**src/sv/rclp_pkg.sv**
```systemverilog
// ============================================================================
// rclp_pkg - shared types and constants of the robot command line parser
// Field widths, command codes, the command keyword table and factor resets.
// ============================================================================
`default_nettype none

package rclp_pkg;

    localparam int AXIS_COUNT  = 6;
    localparam int ANGLE_LIMIT = 1000000;

    localparam int FACTOR_REGS = 6;
    localparam int FACTOR_W    = 16;
    localparam int ACC_W       = $clog2(ANGLE_LIMIT + 1);
    localparam int ANGLE_W     = ACC_W + 1;
    localparam int MUL_W       = ACC_W + 4;
    localparam int COUNT_W     = $clog2(AXIS_COUNT + 2);
    localparam int PULSE_W     = 37;
    localparam int CFG_IDX_W   = 3;
    localparam int PREFIX_MAX  = 6;

    localparam logic [FACTOR_W-1:0] FACTOR_RESET [FACTOR_REGS] =
        '{16'd1435, 16'd1300, 16'd1377, 16'd996, 16'd824, 16'd350};

    typedef enum logic [2:0] {
        KIND_SRVON  = 3'd0,
        KIND_SRVOFF = 3'd1,
        KIND_EXIT   = 3'd2,
        KIND_MOVE   = 3'd3,
        KIND_BAD    = 3'd4
    } kind_t;

    typedef logic signed [ANGLE_W-1:0] angle_t;

    // Everything the result stage needs once a message has ended.
    typedef struct packed {
        kind_t                         kind;
        logic [AXIS_COUNT-1:0][ANGLE_W-1:0] angle;
    } finish_t;

    // Keyword characters: row 0 SRVON, row 1 SRVOFF, row 2 EXIT.
    function automatic logic [7:0] cmd_char(input logic [1:0] k, input logic [2:0] pos);
        logic [PREFIX_MAX-1:0][7:0] row;
        unique case (k)
            2'd0:    row = {8'h00, "N", "O", "V", "R", "S"};
            2'd1:    row = {"F", "F", "O", "V", "R", "S"};
            2'd2:    row = {8'h00, 8'h00, "T", "I", "X", "E"};
            default: row = '0;
        endcase
        unique case (pos)
            3'd0:    return row[0];
            3'd1:    return row[1];
            3'd2:    return row[2];
            3'd3:    return row[3];
            3'd4:    return row[4];
            3'd5:    return row[5];
            default: return 8'h00;
        endcase
    endfunction

    function automatic logic [2:0] cmd_len(input logic [1:0] k);
        unique case (k)
            2'd0:    return 3'd5;
            2'd1:    return 3'd6;
            2'd2:    return 3'd4;
            default: return 3'd0;
        endcase
    endfunction

endpackage

`default_nettype wire

```
**src/sv/rclp_parser.sv**
```systemverilog
// ============================================================================
// rclp_parser - per-byte message parser
// Tracks the command prefix and splits the text into atoi-style tokens. The
// finish output gives the classified result as it stands after this beat.
// ============================================================================
`default_nettype none

module rclp_parser (
    input  wire logic            aclk,
    input  wire logic            aresetn,
    input  wire logic            byte_accept,
    input  wire logic [7:0]      text_byte,
    input  wire logic            message_end,
    output rclp_pkg::finish_t    finish
);

    typedef enum logic [1:0] {
        PH_SKIP   = 2'd0,
        PH_DIGITS = 2'd1,
        PH_DONE   = 2'd2
    } phase_t;

    logic [2:0]                       prefix_pos_reg,   prefix_pos_next;
    logic [2:0]                       prefix_match_reg, prefix_match_next;
    logic                             text_ended_reg,   text_ended_next;
    logic                             inside_reg,       inside_next;
    phase_t                           phase_reg,        phase_next;
    logic                             neg_reg,          neg_next;
    logic [rclp_pkg::ACC_W-1:0]       acc_reg,          acc_next;
    logic [rclp_pkg::COUNT_W-1:0]     count_reg,        count_next;
    rclp_pkg::angle_t                 angle_reg [rclp_pkg::AXIS_COUNT];
    rclp_pkg::angle_t                 angle_next [rclp_pkg::AXIS_COUNT];

    function automatic rclp_pkg::angle_t signed_angle(
        input logic neg, input logic [rclp_pkg::ACC_W-1:0] acc);
        rclp_pkg::angle_t mag;
        mag = rclp_pkg::angle_t'({1'b0, acc});
        return neg ? -mag : mag;
    endfunction

    always_comb begin
        logic                          is_space;
        logic                          is_digit;
        logic [rclp_pkg::MUL_W-1:0]    acc_wide;
        logic                          fin_inside;
        logic [rclp_pkg::COUNT_W-1:0]  fin_count;
        rclp_pkg::angle_t              fin_angle [rclp_pkg::AXIS_COUNT];

        prefix_pos_next   = prefix_pos_reg;
        prefix_match_next = prefix_match_reg;
        text_ended_next   = text_ended_reg;
        inside_next       = inside_reg;
        phase_next        = phase_reg;
        neg_next          = neg_reg;
        acc_next          = acc_reg;
        count_next        = count_reg;
        angle_next        = angle_reg;

        is_space = (text_byte == 8'h20) || (text_byte >= 8'h09 && text_byte <= 8'h0D);
        is_digit = (text_byte >= "0") && (text_byte <= "9");
        acc_wide = rclp_pkg::MUL_W'(acc_reg) * rclp_pkg::MUL_W'(10)
                 + rclp_pkg::MUL_W'(text_byte[3:0]);

        if (!text_ended_reg) begin
            if (prefix_pos_reg < 3'(rclp_pkg::PREFIX_MAX)) begin
                for (int k = 0; k < 3; k++) begin
                    if (prefix_pos_reg < rclp_pkg::cmd_len(2'(k)) &&
                        text_byte != rclp_pkg::cmd_char(2'(k), prefix_pos_reg)) begin
                        prefix_match_next[k] = 1'b0;
                    end
                end
                prefix_pos_next = prefix_pos_reg + 3'd1;
            end

            if (text_byte == 8'h00 || text_byte == "," || text_byte == " ") begin
                if (inside_reg) begin
                    if (count_reg < rclp_pkg::COUNT_W'(rclp_pkg::AXIS_COUNT)) begin
                        angle_next[count_reg[rclp_pkg::COUNT_W-1:0]] =
                            signed_angle(neg_reg, acc_reg);
                    end
                    if (count_reg <= rclp_pkg::COUNT_W'(rclp_pkg::AXIS_COUNT)) begin
                        count_next = count_reg + 1'b1;
                    end
                    inside_next = 1'b0;
                end
                if (text_byte == 8'h00) begin
                    text_ended_next = 1'b1;
                end
            end else begin
                // A fresh token starts from a cleared number.
                if (!inside_reg) begin
                    inside_next = 1'b1;
                    phase_next  = PH_SKIP;
                    neg_next    = 1'b0;
                    acc_next    = '0;
                    acc_wide    = rclp_pkg::MUL_W'(text_byte[3:0]);
                end
                unique case (phase_next)
                    PH_SKIP: begin
                        if (is_space) begin
                            phase_next = PH_SKIP;
                        end else if (text_byte == "-" || text_byte == "+") begin
                            neg_next   = (text_byte == "-");
                            phase_next = PH_DIGITS;
                        end else if (is_digit) begin
                            phase_next = PH_DIGITS;
                            acc_next   = (acc_wide > rclp_pkg::MUL_W'(rclp_pkg::ANGLE_LIMIT))
                                       ? rclp_pkg::ACC_W'(rclp_pkg::ANGLE_LIMIT)
                                       : acc_wide[rclp_pkg::ACC_W-1:0];
                        end else begin
                            phase_next = PH_DONE;
                        end
                    end
                    PH_DIGITS: begin
                        if (is_digit) begin
                            acc_next = (acc_wide > rclp_pkg::MUL_W'(rclp_pkg::ANGLE_LIMIT))
                                     ? rclp_pkg::ACC_W'(rclp_pkg::ANGLE_LIMIT)
                                     : acc_wide[rclp_pkg::ACC_W-1:0];
                        end else begin
                            phase_next = PH_DONE;
                        end
                    end
                    PH_DONE: begin
                        phase_next = PH_DONE;
                    end
                    default: begin
                        phase_next = PH_DONE;
                    end
                endcase
            end
        end

        // The final beat closes any open token before the result is judged.
        fin_inside = inside_next;
        fin_count  = count_next;
        fin_angle  = angle_next;
        if (fin_inside) begin
            if (fin_count < rclp_pkg::COUNT_W'(rclp_pkg::AXIS_COUNT)) begin
                fin_angle[fin_count[rclp_pkg::COUNT_W-1:0]] = signed_angle(neg_next, acc_next);
            end
            if (fin_count <= rclp_pkg::COUNT_W'(rclp_pkg::AXIS_COUNT)) begin
                fin_count = fin_count + 1'b1;
            end
        end

        if (prefix_match_next[0] && prefix_pos_next >= rclp_pkg::cmd_len(2'd0)) begin
            finish.kind = rclp_pkg::KIND_SRVON;
        end else if (prefix_match_next[1] && prefix_pos_next >= rclp_pkg::cmd_len(2'd1)) begin
            finish.kind = rclp_pkg::KIND_SRVOFF;
        end else if (prefix_match_next[2] && prefix_pos_next >= rclp_pkg::cmd_len(2'd2)) begin
            finish.kind = rclp_pkg::KIND_EXIT;
        end else if (fin_count == rclp_pkg::COUNT_W'(rclp_pkg::AXIS_COUNT)) begin
            finish.kind = rclp_pkg::KIND_MOVE;
        end else begin
            finish.kind = rclp_pkg::KIND_BAD;
        end
        for (int j = 0; j < rclp_pkg::AXIS_COUNT; j++) begin
            finish.angle[j] = fin_angle[j];
        end
    end

    always_ff @(posedge aclk) begin
        if (!aresetn || (byte_accept && message_end)) begin
            prefix_pos_reg   <= '0;
            prefix_match_reg <= 3'b111;
            text_ended_reg   <= 1'b0;
            inside_reg       <= 1'b0;
            phase_reg        <= PH_SKIP;
            neg_reg          <= 1'b0;
            acc_reg          <= '0;
            count_reg        <= '0;
            for (int j = 0; j < rclp_pkg::AXIS_COUNT; j++) begin
                angle_reg[j] <= '0;
            end
        end else if (byte_accept) begin
            prefix_pos_reg   <= prefix_pos_next;
            prefix_match_reg <= prefix_match_next;
            text_ended_reg   <= text_ended_next;
            inside_reg       <= inside_next;
            phase_reg        <= phase_next;
            neg_reg          <= neg_next;
            acc_reg          <= acc_next;
            count_reg        <= count_next;
            angle_reg        <= angle_next;
        end
    end

endmodule

`default_nettype wire

```
**config.mk**
```make
export PLATFORM = sky130hd
export DESIGN_NAME = rclp_parser
export DESIGN_NICKNAME = d
export VERILOG_FILES = /design/src/sv/rclp_pkg.sv /design/src/sv/rclp_parser.sv
export SDC_FILE = /design/constraint.sdc
export NUM_CORES = 1
export LEC_CHECK = 0
export BUFFER_PORTS_ARGS = -buffer_cell sky130_fd_sc_hd__buf_4
export CAP_MARGIN = 15
export CORE_ASPECT_RATIO = 1.2
export CORE_UTILIZATION = 40
export DETAILED_ROUTE_END_ITERATION = 10
export MAX_ROUTING_LAYER = met4
export PLACE_DENSITY = 0.56
export SETUP_SLACK_MARGIN = 0.15
export SYNTH_ARGS = -nofsm -noshare
export SYNTH_HDL_FRONTEND = slang
export SYNTH_SLANG_ARGS = --single-unit
```
**constraint.sdc**
```tcl
create_clock -name aclk -period 13.2 [get_ports aclk]
set_input_delay 0.66 -clock aclk [delete_from_list [all_inputs] [get_ports aclk]]
set_output_delay 0.66 -clock aclk [all_outputs]
set_load 0.05 [all_outputs]
```
== Word-level counts from Yosys, hierarchy flattened ==
Cells that the tools add are included.

* Output and inout port bits: 129
* Register bits: 160
* Bits of input ports: 12
* Logic and storage cells: 157

* Add/subtract/negate cells: 6
* Bitwise logic cells: 4
* Reductions and logical operators: 22
* Equal/unequal tests: 14
* $lt $le $gt $ge: 20
* Multipliers: 1
* Muxes and demuxes: 76

{| class="wikitable"
|+ Operators by type and width
! operator !! number
|-
| 2-to-1 mux 126 bit || 6
|-
| bitwise mux 126 bit || 2
|-
| 2-to-1 mux 20 bit || 7
|-
| demux 21 bit (select 3 bit) || 2
|-
| 2-to-1 mux 21 bit || 4
|-
| 2-to-1 mux 24 bit || 3
|-
| case mux 7 bit (5 select lines) || 2
|-
| 2-to-1 mux 3 bit || 20
|-
| 2-to-1 mux 8 bit || 6
|-
| negator 20 -> 21 bit || 2
|-
| case mux 20 bit (2 select lines) || 1
|-
| equality test 8 x 6 -> 1 bit (second input constant) || 4
|-
| case mux 7 bit (4 select lines) || 1
|-
| adder 24 x 4 -> 24 bit || 1
|-
| > comparator 24 x 20 -> 1 bit (second input constant) || 1
|-
| inequality test 8 bit || 3
|-
| multiplier 20 x 3 -> 23 bit (second input constant) || 1
|-
| 2-to-1 mux 1 bit || 14
|-
| 2-to-1 mux 2 bit || 7
|-
| logical AND 1 bit || 11
|-
| adder 3 x 1 -> 3 bit (second input constant) || 3
|-
| equality test 3 bit (second input constant) || 3
|-
| greater-or-equal comparator 3 bit (second input constant) || 3
|-
| < comparator 3 bit || 3
|-
| 21 further kinds || 33
|}

== Longest topological paths before layout ==
Gate-level depths: netlist of run 1.

* Depth in word-level cells: 18
* Depth in mapped cells: 24
* Mapped depth without buffers: 22

== Worst setup path after synthesis of run 1 ==
OpenSTA, ideal clock, no wires.

* Path kind: register -> output
* From: register acc_reg[1] in the netlist's numbering
* To: output port finish[115] in the netlist's numbering
* Buffers on the path: 2
* Stages on the path, launching flop included: 25
* Path slack: 6.062 ns
* Data required time: 12.540 ns
* Arrival: 6.478 ns
* Path through: dfxtp_1 ha_1 ha_1 fa_1 a211oi_1 nor2_1 xor2_1 and3_1 clkbuf_1 nand4_1 o41a_1 a2111oi_4 o211ai_4 and4_4 clkbuf_1 nand2_1 o21ai_1 inv_1 ha_1 o21ai_0 a21o_1 or3_1 o31a_1 xnor2_1 o21ai_0

{| class="wikitable"
|+ RTL lines
! what !! RTL line !! text
|-
| start: declaration || rclp_parser.sv:29 || <nowiki>logic [rclp_pkg::ACC_W-1:0] acc_reg, acc_next;</nowiki>
|-
| start signal: assignment || rclp_parser.sv:182 || <nowiki>acc_reg <= acc_next;</nowiki>
|-
| end: declaration || rclp_parser.sv:14 || <nowiki>output rclp_pkg::finish_t finish</nowiki>
|}

==> results of run 1 <==
[per-stage QoR]
stage	hold slack, ns	instances	util [%]	area [µm²]	worst slack, ns
after global routing	0.4752	2253	46.48	14540	4.472
final	0.4444	2253	46.48	14540	4.784
after CTS	0.4443	2253	46.48	14540	4.906
after global placement	0.4306	2221	44.51	13920	5.662
after floorplan	0.4146	1809	-	12670	6.062
after detailed placement	0.4331	2221	44.51	13920	5.431
[layout by cell type (no fill, tap or decap), drive strengths merged, types with 11 or more instances in the layout]
cell,instances
a211oi,126
a21o,20
a21oi,100
a31oi,16
and2,14
and3,11
buf,176
clkbuf,18
dfxtp,160
ha,50
inv,26
mux2i,12
nand2,256
nand2b,14
nand3,14
nand4,14
nor2,261
nor3,30
nor4,17
o211ai,97
o21ai,183
o22ai,13
o31ai,16
or3,12
xnor2,34
xor2,34
[layer usage]
| metal | GRT usage (%) | vias up |
|---|---|---|
| met4 | 13.63 | 0 |
| met1 | 38.78 | 6340 |
| met5 | - | - |
| met2 | 47.07 | 469 |
| met3 | 4.819 | 105 |
| li1 | - | 6620 |
[kinds of logic (layout without fill, tap and decap cells)]
group,after synthesis,in the layout,synth area share (%)
buffers and inverters,186,229,5.689
flip-flops,160,160,25.29
AO/OA/AOI/OAI,648,648,34.26
XOR/XNOR,68,68,4.761
adder cells (fa/ha/maj),52,52,5.255
AND/OR/NAND/NOR,681,681,23.63
multiplexers,14,14,1.126
[report_power, final]
group | total [mW] | leakage (nW) | internal (mW) | switching [mW]
logic | 0.154 | 3.77 | 0.0407 | 0.113
clock network | 0.535 | 0.296 | 0.306 | 0.229
registers | 0.492 | 1.29 | 0.485 | 0.00698
total | 1.18 | 5.35 | 0.832 | 0.349
[worst max path at each step]
stage	from	to	slack (ns)	cells past startpoint
after floorplan	acc_reg[1]	finish[115]	6.06	24
after global placement	acc_reg[3]	finish[31]	5.66	24
after detailed placement	acc_reg[3]	finish[31]	5.43	24
after CTS	acc_reg[3]	finish[31]	4.91	24
after global routing	acc_reg[3]	finish[31]	4.47	24
final	acc_reg[3]	finish[31]	4.78	24
[Yosys cell counts (14+ instances only)]
cell type  count
nor4_1        16
nand2b_1      14
a31oi_1       16
a21oi_1       99
xnor2_1       33
xor2_1        34
nor3_1        30
nand2_1      256
nor2_1       261
o31ai_1       15
inv_1         21
clkbuf_1     150
ha_1          50
o21ai_1       15
a211oi_1     126
a21o_1        20
o211ai_1      95
dfxtp_1      160
o21ai_0      167
[worst max-delay path, delay by kind of cell (launching register included)]
| kind | cells | cell delay, ns |
|---|---|---|
| AND/OR/NAND/NOR | 6 | 1.57 |
| XOR/XNOR | 2 | 1.09 |
| adder cells (fa/ha/maj) | 4 | 1.17 |
| buffers and inverters | 3 | 0.62 |
| AO/OA/AOI/OAI | 9 | 2.23 |
| flip-flops | 1 | 0.61 |
[area by class of cell]
cell class | count | area [µm²] | share of cell area [%]
clock buffer | 18 | 439.2 | 3.021
clock inverter | 14 | 177.7 | 1.222
sequential | 160 | 3203 | 22.04
timing repair buffer | 176 | 1321 | 9.090
tap | 401 | 501.7 | 3.452
multi-input combinational | 1463 | 8813 | 60.64
inverter | 21 | 78.83 | 0.5423
==> impl_results.md, run 1 <==
- Ports: 141
- Die width: 164.5 µm
- Reg2Reg Depth: 15
- Die ar.: 32,390 µm²
- Register bit total from synthesis: 160
- Fill count: 3,222
- CP required: 12.54 ns
- IO Port Bufs: 140
- Violation count after the first detailed-route iteration: 1,129
- CP Launch Type: flop
- Critical-path maximum fanout: 13
- Slew @ Worst Pin: 1.215 ns
- Vias in the first global route: 12,210
- Max Cap Violations: 0
- Detailed Route WL: 48,250 µm
- Reg2reg start: acc_reg[3]
- Row count: 71
- Async SR Flop Fraction: 0%
- Cell type with the largest total area after synthesis: dfxtp_1
- F_max: 118.8 MHz
- Antenna Violating Nets Remaining: 0
- First-pass GRT wire length: 73,070 µm
- RSZ-0062 raised after global routing: no
- Highest routed metal layer: met4
- Max VDD drop: 0.09124 mV
- HP Start: prefix_match_reg[1]
- GRT Total Usage: 30.42%
- CP Class: flop to output pin
- Lkg Pwr: 5.355 nW
- Hpwl dp: 34,300 µm
- Num CTS Buffers: 17
- CTS Sinks: 160
- Arrival time at the worst endpoint: 7.76 ns
- Relative slew margins: 18.48%
- CTS Hold Bufs: 0
- Worst Hold Path EP: prefix_match_reg[1]
- CP endpoint kind: output pin
- Via density: 6.007
- M1 WL: 21,140 µm
- Worst path slowest cell: xnor2_1
- Gr ovfl total: 0
- Initial antenna violation count: 0
- Synth Area per Inst: 7.002 µm²
- DR WL/cell: 21.42 µm
- Area grow syn2layout: 14.75%
- Final Hold Viols: 0
- Vias: 13,530
- Yosys cell types: 87
- Core area: 31,270 µm²
- CTS tree: yes
- Initial Util: 40.51%
- H-tree lvl count: 4
- Post-synth top flop: dfxtp_1
- R2R setup slack: 7.97 ns
- Syn Inst Count: 1,809
- Fin nets: 1,903
- Accumulated negative setup slack: 0 ns
- Area contributors post-synth: dfxtp_1, nor2_1, nand2_1, a211oi_1, o21ai_0
- Post-synth EDFFs: 0
- Wire length on met2: 22,110 µm
- Largest stage delay, worst path: 0.78 ns
- Post-CTS setup buffers: 0
- Overall Power: 1.181 mW
- Cell area after synthesis: 12,670 µm²
- Top cell type's share of synthesized area: 25.29%
- Max-slew violation count: 0
- Largest net degree at the start of global routing: 95
- Met3 wire len: 2916 µm
- Setup Viol. Count Final: 0
- Status: finished clean
- Most used cell, CP: ha_1
- Clk_lat worst skew: 0.44 ns
- PostCTS Resize Cnt: 0
- R2R Path End: acc_reg[12]
- Chip Height: 196.9 µm
- TritonRoute pass-1 iters: 5
- Mapped Nets: 1,873
- Routability cong.: 0.9667
- Layout cells sized above 1: 13.82%
- Yosys warns: 0
- Max Clock Skew: 0.01081 ns
- Clk Tree Root Cell: clkbuf_16
- Largest register FFs: 126
- Seq/Total Area, Yosys: 25.29%
- Tcrit/Tclk final: 63.76%
- CTS clock-pin slew for the worst setup and hold paths: 0.07 ns
- Drc violations: 0
- Worst min-delay path category: flop to flop
- Min cycle time layout: 8.416 ns
- P per Cell Area: 81.27 nW/µm²
- Antenna fix cells: 0
- Critical-path cell list: ha_1 > ha_1 > fa_1 > a211oi_1 > nor2_1 > xor2_1 > and3_1 > nand4_1 > o41a_1 > a2111oi_4 > o211ai_4 > and4_4 > nand2_1 > o21ai_1 > inv_1 > ha_1 > o21ai_0 > a21o_1 > or3_1 > o31a_1 > xnor2_1 > buf_4 > o21ai_0 > buf_4
- Hold depth: 2
- Clk buf depth: 2
Power figures use the tool's default switching activity.
==> run 2, diff against run 1 <==
clock period = 8.1 ns   (was 13.2 ns; I/O delays follow)
==> run 2 against run 1 <==
  * Critical path depth decreased by 2
  * Routed wire length increased by 0.20%
  * First-iteration DRC count increased by 5.6%
  * Clock skew increased by 0.0012 ns
  * Register-to-register slack got worse by 5.1 ns
  * Clock-buffer cell count decreased by 1
  * Largest power group unchanged
  * Clock power increased by 58%
  * Core utilization increased by 0.38 points
  * Largest cell class unchanged
  * Sequential cell count unchanged
  * Critical path type unchanged
  * Global-route usage increased by 0.29 points
  * Sequential power increased by 63%
  * Via count increased by 0.13%
==> impl_results.md, run 2 (synthesis results as in run 1) <==
- Status: finished clean
- Most used cell, CP: ha_1
- Pre-CTS WS: 0.8074 ns
- Area grow syn2layout: 15.70%
- Multi-input gate area: 8865 µm²
- CP endpoint kind: output pin
- IO Port Bufs: 140
- Final Hold Viols: 0
- Final WS setup: 0.5267 ns
- CP Launch Type: flop
- Largest register FFs: 126
- R2R setup slack: 2.88 ns
- GRT Total Usage: 30.70%
- Via density: 5.989
- CTS Sinks: 160
- Critical-path cell list: ha_1 > ha_1 > fa_1 > a211oi_1 > nor2_1 > xor2_1 > and3_1 > nand4_1 > o41a_1 > a2111oi_4 > o211ai_4 > and4_4 > nand2_1 > o21ai_1 > inv_1 > ha_1 > o21ai_0 > a21o_1 > or3_1 > nor4_2 > o22ai_1 > buf_4
- Reg area: 3204 µm²
- Initial Util: 40.51%
- CP required: 7.70 ns
- CTS tree: yes
- Row count: 71
- Hpwl dp: 34,630 µm
- Placed Cells: 2,230
- Final std cells w/o fill: 2,263
- DR WL/cell: 21.36 µm
- Max Cap Violations: 0
- Worst path slowest cell: nor4_2
- Critical-path maximum fanout: 13
- Vias in the first global route: 12,190
- Antenna Violating Nets Remaining: 0
- RSZ-0062 raised after global routing: yes
- Min cycle time layout: 7.573 ns
- Core area: 31,270 µm²
- Violation count after the first detailed-route iteration: 1,192
- Num CTS Buffers: 17
- H-tree lvl count: 4
- Die ar.: 32,390 µm²
- Commonest non-fill, non-tap cell in the layout: nor2_1
- Accumulated negative setup slack: 0 ns
- Die width: 164.5 µm
- Max-slew violation count: 0
- Fin nets: 1,913
- Setup Viol. Count Final: 0
- P per Cell Area: 129.7 nW/µm²
- Ports: 141
- Chip Height: 196.9 µm
- Most frequent cells in the layout: nor2_1, nand2_1, buf_4
- Fill count: 3,236
- CTS clock-pin slew for the worst setup and hold paths: 0.08 ns
- First-pass GRT wire length: 73,600 µm
- TritonRoute pass-1 iters: 6
- Max Clock Skew: 0.01198 ns
- Detailed Route WL: 48,350 µm
- Tcrit/Tclk final: 93.50%
- Gr ovfl total: 0
- Arrival time at the worst endpoint: 7.17 ns
- Clk buf depth: 2
- Area after DPL: 13,990 µm²
- Initial antenna violation count: 0
- Largest net degree at the start of global routing: 85
- F_max: 132.0 MHz
- Vias: 13,550
- Drc violations: 0
- CTS Hold Bufs: 0
- Largest stage delay, worst path: 0.70 ns
- Max VDD drop: 0.1564 mV
- Clk Tree Root Cell: clkbuf_16
- Relative slew margins: 16.73%
- CP Class: flop to output pin
- Worst min-delay path category: input pin to flop
- Slew @ Worst Pin: 1.241 ns
- Routability cong.: 0.9702
- Finished Cell Area: 14,660 µm²
- Antenna fix cells: 0
- Clk_lat worst skew: 0.45 ns
- Layout cells sized above 1: 14.66%
- Fin Hold WS: 0.4183 ns
- Lkg Pwr: 5.408 nW
run 2: path summary, 6_finish.rpt:
check                           depth (start not counted)                 from                  end
worst max-delay path                                   22           acc_reg[1]           finish[41]
worst min-delay path                                    3          byte_accept          acc_reg[13]
worst max register to register                         15           acc_reg[1]          acc_reg[12]
worst min register to register                          2  prefix_match_reg[1]  prefix_match_reg[1]
run 2: area by class of cell:
class                           instances  area share, %
Sequential cell                       160          21.86
Timing Repair Buffer                  186          9.579
Tap cell                              401          3.424
Clock buffer                           17          2.903
Inverter                               21         0.5379
Clock inverter                         15          1.204
Multi-Input combinational cell       1463          60.49
run 2: power by group:
group | leakage (nW) | total [mW] | internal [mW] | switching (mW)
sequential | 1.29 | 0.800 | 0.791 | 0.00909
combinational | 3.83 | 0.256 | 0.0685 | 0.187
clock | 0.288 | 0.845 | 0.464 | 0.382
run 2: timing repair:
item	in CTS	in global routing
endpoints found under the hold margin	0	0
buffers inserted	0	0
setup endpoints to repair	0	29
gates resized for setup	0	7
run 2: critical path, delay by kind of cell, from the launching register on:
family | cells | cell delay (ns)
XOR/XNOR | 1 | 0.30
buffers and inverters | 2 | 0.38
flip-flops | 1 | 0.56
AND/OR/NAND/NOR | 7 | 2.19
AO/OA/AOI/OAI | 8 | 2.11
adder cells (fa/ha/maj) | 4 | 1.17
run 2: metrics by stage:
| step | util [%] | total power, mW |
|---|---|---|
| after floorplan | - | 0.9860 |
| after global placement | 44.72 | 1.069 |
| after detailed placement | 44.74 | 1.069 |
| after CTS | 46.67 | 1.906 |
| after global routing | 46.87 | 1.959 |
| final | 46.87 | 1.901 |
run 2: routing by layer:
layer,track usage [%],share of wire (%),vias to the layer above
li1,-,-,6641
met1,39.03,44,6370
met2,49.59,48,474
met3,4.630,5.6,67
met4,9.922,2.7,0
met5,-,0,-
